--- src/sv/dsq_pkg.sv ---
// Shared types, constants and helper functions for the delta sleep queue.
// Used by the cell, the controller and the top level; depends on nothing.
package dsq_pkg;

    localparam int QUEUE_DEPTH = 16;
    localparam int TIME_BITS   = 16;
    localparam int ID_W        = 8;
    localparam int DUR_W       = 16;
    localparam int MODE_W      = 2;
    localparam int CNT_W       = $clog2(QUEUE_DEPTH + 1);

    localparam logic [TIME_BITS-1:0] TIME_MAX = {TIME_BITS{1'b1}};

    typedef enum logic [MODE_W-1:0] {
        MODE_SLEEP    = 2'd0,
        MODE_TICK     = 2'd1,
        MODE_REMOVE   = 2'd2,
        MODE_WAKE_ALL = 2'd3
    } t_mode;

    typedef enum logic [2:0] {
        CMD_HOLD,
        CMD_DEC,
        CMD_POP,
        CMD_INSERT,
        CMD_DROP
    } t_cmd;

    typedef enum logic [1:0] {
        ST_IDLE,
        ST_WALK,
        ST_WAKE
    } t_state;

    typedef struct packed {
        logic [ID_W-1:0]      id;
        logic [TIME_BITS-1:0] delta;
    } t_entry;

    // search token handed from cell to cell
    typedef struct packed {
        logic                 valid;
        logic                 flag;   // insert place or removed entry already seen
        logic                 dup;    // id already queued
        logic [CNT_W-1:0]     rem;    // occupied cells still ahead
        logic [TIME_BITS-1:0] t;      // remaining wait for a sleep item
    } t_token;

    // command broadcast from the controller to every cell
    typedef struct packed {
        t_cmd                 cmd;
        logic                 is_sleep;
        logic [ID_W-1:0]      tid;
        logic [TIME_BITS-1:0] new_t;
    } t_bcast;

    function automatic logic [TIME_BITS-1:0] sat_add(input logic [TIME_BITS-1:0] a,
                                                     input logic [TIME_BITS-1:0] b);
        logic [TIME_BITS:0] sum;
        sum = {1'b0, a} + {1'b0, b};
        return sum[TIME_BITS] ? TIME_MAX : sum[TIME_BITS-1:0];
    endfunction

    // zero counts as one tick, a too-wide value saturates
    function automatic logic [TIME_BITS-1:0] norm_duration(input logic [DUR_W-1:0] dur);
        logic [DUR_W+TIME_BITS-1:0] wide;
        logic [DUR_W+TIME_BITS-1:0] wmax;
        wide = {{TIME_BITS{1'b0}}, dur};
        wmax = {{DUR_W{1'b0}}, TIME_MAX};
        if (dur == '0) begin
            return {{(TIME_BITS-1){1'b0}}, 1'b1};
        end else if (wide > wmax) begin
            return TIME_MAX;
        end else begin
            return wide[TIME_BITS-1:0];
        end
    endfunction

endpackage

--- src/sv/dsq_cell.sv ---
// One slot of the delta list: holds an id and its delta, processes the
// search token and applies broadcast shift and decrement commands. Depends on dsq_pkg.
module dsq_cell (
    input  logic            i_clk,
    input  logic            i_rst_n,
    input  logic            i_first,
    input  dsq_pkg::t_bcast i_bc,
    input  dsq_pkg::t_entry i_left,
    input  logic            i_left_at,
    input  dsq_pkg::t_entry i_right,
    input  dsq_pkg::t_token i_tok,
    output dsq_pkg::t_entry o_entry,
    output logic            o_at,
    output dsq_pkg::t_token o_tok
);
    import dsq_pkg::*;

    t_entry r_entry, n_entry;
    t_token r_tok, n_tok;
    logic   r_at, r_after;

    logic occ, hit, stop, at_here;

    always_comb begin
        occ     = (i_tok.rem != '0);
        hit     = occ && (r_entry.id == i_bc.tid);
        stop    = !occ || (r_entry.delta > i_tok.t);
        at_here = !i_tok.flag && (i_bc.is_sleep ? stop : hit);

        n_tok.valid = i_tok.valid;
        n_tok.flag  = i_tok.flag | at_here;
        n_tok.dup   = i_tok.dup | hit;
        n_tok.rem   = occ ? i_tok.rem - CNT_W'(1) : '0;
        n_tok.t     = (i_bc.is_sleep && !i_tok.flag && !stop) ?
                      i_tok.t - r_entry.delta : i_tok.t;
    end

    always_comb begin
        n_entry = r_entry;
        unique case (i_bc.cmd)
            CMD_HOLD: begin
                n_entry = r_entry;
            end
            CMD_DEC: begin
                if (i_first && r_entry.delta != '0) begin
                    n_entry.delta = r_entry.delta - TIME_BITS'(1);
                end
            end
            CMD_POP: begin
                n_entry = i_right;
            end
            CMD_INSERT: begin
                if (r_at) begin
                    n_entry.id    = i_bc.tid;
                    n_entry.delta = i_bc.new_t;
                end else if (r_after) begin
                    n_entry.id    = i_left.id;
                    // successor of the new entry has the new wait taken off its delta
                    n_entry.delta = i_left_at ? i_left.delta - i_bc.new_t : i_left.delta;
                end
            end
            CMD_DROP: begin
                if (r_at) begin
                    n_entry.id    = i_right.id;
                    n_entry.delta = sat_add(r_entry.delta, i_right.delta);
                end else if (r_after) begin
                    n_entry = i_right;
                end
            end
            default: begin
                n_entry = r_entry;
            end
        endcase
    end

    always_ff @(posedge i_clk) begin
        r_entry <= n_entry;
        if (!i_rst_n) begin
            r_tok   <= '0;
            r_at    <= 1'b0;
            r_after <= 1'b0;
        end else begin
            r_tok <= n_tok;
            if (i_tok.valid) begin
                r_at    <= at_here;
                r_after <= i_tok.flag;
            end
        end
    end

    assign o_entry = r_entry;
    assign o_at    = r_at;
    assign o_tok   = r_tok;

endmodule

--- src/sv/dsq_ctrl.sv ---
// Sequencer of the delta sleep queue: takes items, launches the search
// token, issues shift commands and emits woken ids. Depends on dsq_pkg.
module dsq_ctrl (
    input  logic                          i_clk,
    input  logic                          i_rst_n,
    input  logic                          i_start,
    input  logic [dsq_pkg::MODE_W-1:0]    i_mode,
    input  logic [dsq_pkg::ID_W-1:0]      i_proc_id,
    input  logic [dsq_pkg::DUR_W-1:0]     i_duration,
    input  dsq_pkg::t_entry               i_head,
    input  logic [dsq_pkg::TIME_BITS-1:0] i_second_delta,
    input  dsq_pkg::t_token               i_tok_end,
    output logic                          o_busy,
    output dsq_pkg::t_bcast               o_bc,
    output dsq_pkg::t_token               o_tok,
    output logic                          o_valid,
    output logic [dsq_pkg::ID_W-1:0]      o_woken_id,
    output logic                          o_last
);
    import dsq_pkg::*;

    t_state               r_state, n_state;
    logic [CNT_W-1:0]     r_count;
    logic                 r_all;
    logic                 r_is_sleep;
    logic [ID_W-1:0]      r_tid;
    logic [TIME_BITS-1:0] r_t;
    logic                 r_tok_valid;
    logic                 r_valid;
    logic [ID_W-1:0]      r_id;
    logic                 r_last;

    t_mode mode;
    t_cmd  cmd;
    logic  accept, full, wake_now, wake_last;

    assign mode      = t_mode'(i_mode);
    assign accept    = i_start && (r_state == ST_IDLE);
    assign full      = (r_count == CNT_W'(QUEUE_DEPTH));
    assign wake_now  = (r_count != '0) && (r_all || i_head.delta == '0);
    assign wake_last = (r_count == CNT_W'(1)) || (!r_all && i_second_delta != '0);

    always_comb begin
        n_state = r_state;
        unique case (r_state)
            ST_IDLE: begin
                if (accept) begin
                    unique case (mode)
                        MODE_SLEEP:    n_state = full ? ST_IDLE : ST_WALK;
                        MODE_REMOVE:   n_state = ST_WALK;
                        MODE_TICK:     n_state = (r_count != '0) ? ST_WAKE : ST_IDLE;
                        MODE_WAKE_ALL: n_state = ST_WAKE;
                        default:       n_state = ST_IDLE;
                    endcase
                end
            end
            ST_WALK: begin
                if (i_tok_end.valid) begin
                    n_state = ST_IDLE;
                end
            end
            ST_WAKE: begin
                if (!wake_now || wake_last) begin
                    n_state = ST_IDLE;
                end
            end
            default: n_state = ST_IDLE;
        endcase
    end

    always_comb begin
        cmd = CMD_HOLD;
        unique case (r_state)
            ST_IDLE: begin
                if (accept && mode == MODE_TICK && r_count != '0) begin
                    cmd = CMD_DEC;
                end
            end
            ST_WALK: begin
                if (i_tok_end.valid) begin
                    if (r_is_sleep && !i_tok_end.dup) begin
                        cmd = CMD_INSERT;
                    end else if (!r_is_sleep && i_tok_end.flag) begin
                        cmd = CMD_DROP;
                    end
                end
            end
            ST_WAKE: begin
                if (wake_now) begin
                    cmd = CMD_POP;
                end
            end
            default: cmd = CMD_HOLD;
        endcase
    end

    always_ff @(posedge i_clk) begin
        r_id   <= i_head.id;
        r_last <= wake_last;
        if (accept) begin
            r_tid      <= i_proc_id;
            r_t        <= norm_duration(i_duration);
            r_is_sleep <= (mode == MODE_SLEEP);
            r_all      <= (mode == MODE_WAKE_ALL);
        end
        if (!i_rst_n) begin
            r_state     <= ST_IDLE;
            r_count     <= '0;
            r_tok_valid <= 1'b0;
            r_valid     <= 1'b0;
        end else begin
            r_state     <= n_state;
            r_tok_valid <= accept && ((mode == MODE_SLEEP && !full) || mode == MODE_REMOVE);
            r_valid     <= (r_state == ST_WAKE) && wake_now;
            priority case (cmd)
                CMD_INSERT:       r_count <= r_count + CNT_W'(1);
                CMD_DROP, CMD_POP: r_count <= r_count - CNT_W'(1);
                default:          r_count <= r_count;
            endcase
        end
    end

    always_comb begin
        o_bc.cmd      = cmd;
        o_bc.is_sleep = r_is_sleep;
        o_bc.tid      = r_tid;
        // wait left over after the walk past earlier entries
        o_bc.new_t    = i_tok_end.t;
        o_tok.valid   = r_tok_valid;
        o_tok.flag    = 1'b0;
        o_tok.dup     = 1'b0;
        o_tok.rem     = r_count;
        o_tok.t       = r_t;
    end

    assign o_busy     = (r_state != ST_IDLE);
    assign o_valid    = r_valid;
    assign o_woken_id = r_id;
    assign o_last     = r_last;

endmodule

--- src/sv/delta_sleep_queue_top.sv ---
// Delta sleep queue: a row of QUEUE_DEPTH cells plus a sequencer.
// Sleep and remove: busy while the search token walks the cells.
// Tick and wake-all: woken ids are registered out one per cycle once in the wake state;
// an item that wakes nothing frees the block with no strobe. Results cannot stall.
// Synchronous reset empties the queue; cell contents are left as they are.
module delta_sleep_queue_top (
    input  logic                      i_clk,
    input  logic                      i_rst_n,
    input  logic                      start,
    output logic                      busy,
    input  logic [dsq_pkg::MODE_W-1:0] i_mode,
    input  logic [dsq_pkg::ID_W-1:0]   i_proc_id,
    input  logic [dsq_pkg::DUR_W-1:0]  i_duration,
    output logic                      o_valid,
    output logic [dsq_pkg::ID_W-1:0]   o_woken_id,
    output logic                      o_last
);
    import dsq_pkg::*;

    t_bcast bc;
    t_token tok_in;
    t_entry w_entry [QUEUE_DEPTH];
    logic   w_at    [QUEUE_DEPTH];
    t_token w_tok   [QUEUE_DEPTH];

    dsq_ctrl u_ctrl (
        .i_clk          (i_clk),
        .i_rst_n        (i_rst_n),
        .i_start        (start),
        .i_mode         (i_mode),
        .i_proc_id      (i_proc_id),
        .i_duration     (i_duration),
        .i_head         (w_entry[0]),
        .i_second_delta (w_entry[1].delta),
        .i_tok_end      (w_tok[QUEUE_DEPTH-1]),
        .o_busy         (busy),
        .o_bc           (bc),
        .o_tok          (tok_in),
        .o_valid        (o_valid),
        .o_woken_id     (o_woken_id),
        .o_last         (o_last)
    );

    for (genvar g = 0; g < QUEUE_DEPTH; g++) begin : g_cell
        t_entry left, right;
        logic   left_at;
        t_token tok;

        if (g == 0) begin : g_head
            assign left    = '0;
            assign left_at = 1'b0;
            assign tok     = tok_in;
        end else begin : g_body
            assign left    = w_entry[g-1];
            assign left_at = w_at[g-1];
            assign tok     = w_tok[g-1];
        end

        if (g == QUEUE_DEPTH - 1) begin : g_tail
            assign right = '0;
        end else begin : g_inner
            assign right = w_entry[g+1];
        end

        dsq_cell u_cell (
            .i_clk     (i_clk),
            .i_rst_n   (i_rst_n),
            .i_first   (g == 0),
            .i_bc      (bc),
            .i_left    (left),
            .i_left_at (left_at),
            .i_right   (right),
            .i_tok     (tok),
            .o_entry   (w_entry[g]),
            .o_at      (w_at[g]),
            .o_tok     (w_tok[g])
        );
    end

endmodule
--- config.mk ---
export PLATFORM = sky130hd
export DESIGN_NAME = delta_sleep_queue_top
export DESIGN_NICKNAME = d
export VERILOG_FILES = /design/src/sv/dsq_pkg.sv /design/src/sv/dsq_cell.sv /design/src/sv/dsq_ctrl.sv /design/src/sv/delta_sleep_queue_top.sv
export SDC_FILE = /design/constraint.sdc
export NUM_CORES = 2
export LEC_CHECK = 0
export BUFFER_PORTS_ARGS = -buffer_cell sky130_fd_sc_hd__buf_2
export CORE_MARGIN = 8
export CORE_UTILIZATION = 60
export CTS_BUF_LIST = sky130_fd_sc_hd__clkbuf_8 sky130_fd_sc_hd__clkbuf_16
export CTS_CLUSTER_SIZE = 12
export DETAILED_ROUTE_END_ITERATION = 8
export MAX_ROUTING_LAYER = met4
export PLACE_DENSITY_LB_ADDON = 0.3
export SETUP_SLACK_MARGIN = 0.15
export SYNTH_ARGS = -nofsm -noshare
export SYNTH_HDL_FRONTEND = slang
export SYNTH_SLANG_ARGS = --single-unit
--- constraint.sdc ---
create_clock -name i_clk -period 6.3 [get_ports i_clk]
set_input_delay 0.315 -clock i_clk [delete_from_list [all_inputs] [get_ports i_clk]]
set_output_delay 0.315 -clock i_clk [all_outputs]
set_load 0.05 [all_outputs]
==> impl_results.md <==
* Outcome: complete, but fails checks
* Failing checks: DRC
* Reg-to-reg endpoint: g_cell[5].u_cell.o_entry[0]
* Initial Utilization at 60.28%
* Hold path start: i_proc_id[4]
* Gpl congestion at 1.032
* Num CTS Buffers at 96
* Worst-Skew Late Latency at 0.77 ns
* Antenna violations before repair at 15
* Std-Cell Rows at 128
* H-Tree Level Count at 3
* Clock-pin slew on the worst setup and hold paths at 0.07 ns
* Max-Cap Viols at 0
* RSZ-0062 raised after global routing: false
* Routed Antenna Nets at 0
* Avg Synthesized Cell Area at 8.363 sq um
* Peak Freq at 0.2084 GHz
* Post-synth top area share at 16.82%
* CTS Buffer Depth at 3
* Post-synthesis net count at 9,566
* Mapped cell area at 0.07318 sq mm
* Worst-path maximum fanout at 26
* R2R cell count at 9
* WP data arrival at 5.20 ns
* Pre-CTS setup slack at 1.657 ns
* Leakage power total at 31.68 nW
* P per Cell Area at 154.0 mW/mm^2
* EDFF count, synth at 410
* Congestion Overflow GR at 0
* Count of cell types in the netlist at 98
* Worst rel slew slack at 15.87%
* Die area at 0.1334 sq mm
* Largest net degree at the start of global routing at 238
* Most common flop cell mapped by yosys: dfxtp_1
* Core area at 0.1214 sq mm
* Clock Skews at 0.06767 ns
* Worst slew pin tran at 1.262 ns
* Design Area, Final at 0.07836 sq mm
* CTS tree: yes
* Setup WS post-layout at 1.502 ns
* DR DRC count at 1
* Worst r2r src: g_cell[0].u_cell.o_entry[1]
* R2R Setup Slk at 1.50 ns
* Fin crit period at 4.798 ns
* Total wire length at 264,000 um
* First-pass GRT wire length at 391,600 um
* Total number of vias at 69,690
* Final-layout fill cell count at 10,450
* Postcts setup bufs at 0
* Largest stage delay, worst path at 0.93 ns
* I/O pin cnt at 40
* Die W at 365.2 um
* Register area share after synthesis at 28.53%
* Chain of cells forming the critical path: inv_1 > ha_1 > nand3_1 > or3_1 > nor4_2 > o2111a_1 > nor2_4 > nor2_2 > buf_4
* CP Capture Type: flop
* Share of cells above drive strength 1 at 5.086%
* VDD IR-drop max at 274.2 uV
* Critical Path RT at 6.71 ns
* NumNets Final at 9,423
* Hold Crit Endpoint: u_ctrl.r_tid[4]
* Hold depth at 2
* Drt wl/cell at 25.55 um
* GR Util All Layers at 39.02%
* Initial DRC Count at 8,743
* Period utilization at 76.16%
* TritonRoute pass-1 iters at 9
* Post-CTS sizing at 0
* Register area at 0.02090 sq mm
* Synth area leaders: edfxtp_1 (17%), ha_1 (13%), dfxtp_1 (12%)
* Slowest CP cell: o2111a_1
* YS warnings at 0
* Hold Vio Cnt, Final at 0
* Final setup fails at 0
* Setup CP Type: reg -> reg
* Dpl cell area at 0.07473 sq mm
* Die height at 365.2 um
* Hold/Removal Path Class: in -> reg
* CTS sink cnt at 838
* Min Hold Slack at 0.2696 ns
* Async set-reset flop share out of synthesis at 0%
* Clock Root Buffer: clkbuf_16
* Max-slew violations at 0
* Setup TNS Final at 0 ns
* Syn Inst Count at 8,750
* Synth Register Bits at 838
* Vias in the first global route at 66,180
* Startpoint Class: flop
* IO buf count at 39
* Routed vias/inst at 6.745
* Area of the multi-input gates at 0.04898 sq mm
* P&R area growth vs syn at 7.086%
* Synth area leader: edfxtp_1
* Dpl hpwl at 192,200 um
-- power breakdown --
part	leakage [nW]	total (mW)	internal, mW	switching [mW]
Clock	1.73	5.83	3.28	2.55
Sequential	7.14	5.77	5.71	0.0559
Combinational	22.8	0.468	0.175	0.292
Total	31.7	12.1	9.17	2.90
-- metrics by stage --
stage                     util [%]  power, mW  instances
after global routing         64.54      12.33      10330
after CTS                    64.52      12.07      10320
after detailed placement     61.56      6.325      10110
after global placement       61.56      6.314      10110
final                        64.55      12.07      10330
after floorplan                  -      6.173       8750
-- flip-flops by register name, summed over array words and instances, names as in the netlist --
register,count
g_cell.u_cell.o_at,16
g_cell.u_cell.o_entry,384
g_cell.u_cell.o_tok,379
u_ctrl.r_tok_valid,1
u_ctrl.r_state,2
u_ctrl.r_tid,8
u_ctrl.o_valid,1
u_ctrl.r_is_sleep,1
u_ctrl.r_t,16
g_cell.u_cell.r_after,15
u_ctrl.r_all,1
u_ctrl.o_woken_id,8
u_ctrl.r_count,5
u_ctrl.o_last,1
-- logic make-up after synthesis --
logic type	after synthesis	share of synthesized area (%)
adders and majority gates	787	13.93
and+or+nand+nor	2544	16.04
AOI/OAI and AO/OA	2583	22.73
DFF	838	28.53
muxes	433	5.945
xor gates and xnor gates	682	8.163
buffers and inverters	883	4.656
-- what timing repair did --
action,CTS,global route
setup endpoints to repair,0,0
hold buffers,29,0
endpoints found under the hold margin,34,0
-- synthesized netlist by cell type, types with 54 or more instances --
library cell / instances
nor2_1: 971
dfxtp_1: 428
o21ai_0: 592
o21bai_1: 56
mux2i_1: 420
o211ai_1: 86
a21o_1: 184
o21a_1: 134
a211oi_1: 158
edfxtp_1: 410
xor2_1: 212
buf_1: 54
and2_1: 54
nand2_1: 596
xnor2_1: 470
o221ai_1: 83
ha_1: 741
inv_1: 470
a21oi_1: 672
and3_1: 59
clkbuf_1: 312
nor2b_1: 124
nand3_1: 125
nand2b_1: 131
nor3_1: 221
o22ai_1: 113
-- worst max-delay path by stage --
stage / start / to / slack, ns / cells past startpoint
2_1_floorplan: g_cell[15].u_cell.o_tok[1] / g_cell[11].u_cell.o_entry[14] / 1.88 / 14
3_3_place_gp: g_cell[0].u_cell.o_entry[1] / g_cell[5].u_cell.o_entry[0] / 1.84 / 9
3_5_place_dp: g_cell[0].u_cell.o_entry[1] / g_cell[5].u_cell.o_entry[0] / 1.66 / 9
4_1_cts: g_cell[0].u_cell.o_entry[1] / g_cell[5].u_cell.o_entry[0] / 1.59 / 9
5_1_grt: g_cell[0].u_cell.o_entry[1] / g_cell[5].u_cell.o_entry[0] / 1.33 / 9
6_report: g_cell[0].u_cell.o_entry[1] / g_cell[5].u_cell.o_entry[0] / 1.50 / 9
-- critical path: cells and delay by family (launching register included) --
kind                       cells  cell delay (ns)
and+or+nand+nor                5             2.11
DFF                            1             0.54
adders and majority gates      1             0.22
AOI/OAI and AO/OA              1             0.93
buffers and inverters          2             0.60
-- cells in the final DEF, fill, tap and decap left out, types with 131 or more instances in the layout --
| master | n |
|---|---|
| xor2_1 | 212 |
| inv_1 | 497 |
| dfxtp_1 | 410 |
| nor2_1 | 954 |
| nor3_1 | 221 |
| nand2b_1 | 131 |
| ha_1 | 741 |
| nand2_1 | 595 |
| a21oi_1 | 672 |
| a211oi_1 | 156 |
| xnor2_1 | 470 |
| o21ai_0 | 592 |
| mux2i_1 | 420 |
| o21a_1 | 134 |
| a21o_1 | 184 |
| edfxtp_1 | 410 |
-- layer usage --
metal	global-route usage (%)	wire length, um	vias to the layer above
met5	-	0	-
met4	25.49	21510	0
met3	9.106	29790	1147
met2	59.48	114400	4060
met1	46.17	98220	32920
li1	-	-	31560
-- cell type report --
type                       instances  area share, %
antenna                           16        0.05109
inverter                         476          2.290
tap                             1625          2.595
sequential                       838          26.67
multi-input combinational       7029          62.51
clock inverter                    56         0.5748
timing repair buffer             166          1.673
clock buffer                     126          3.636
(Power assumes the default switching activity.)
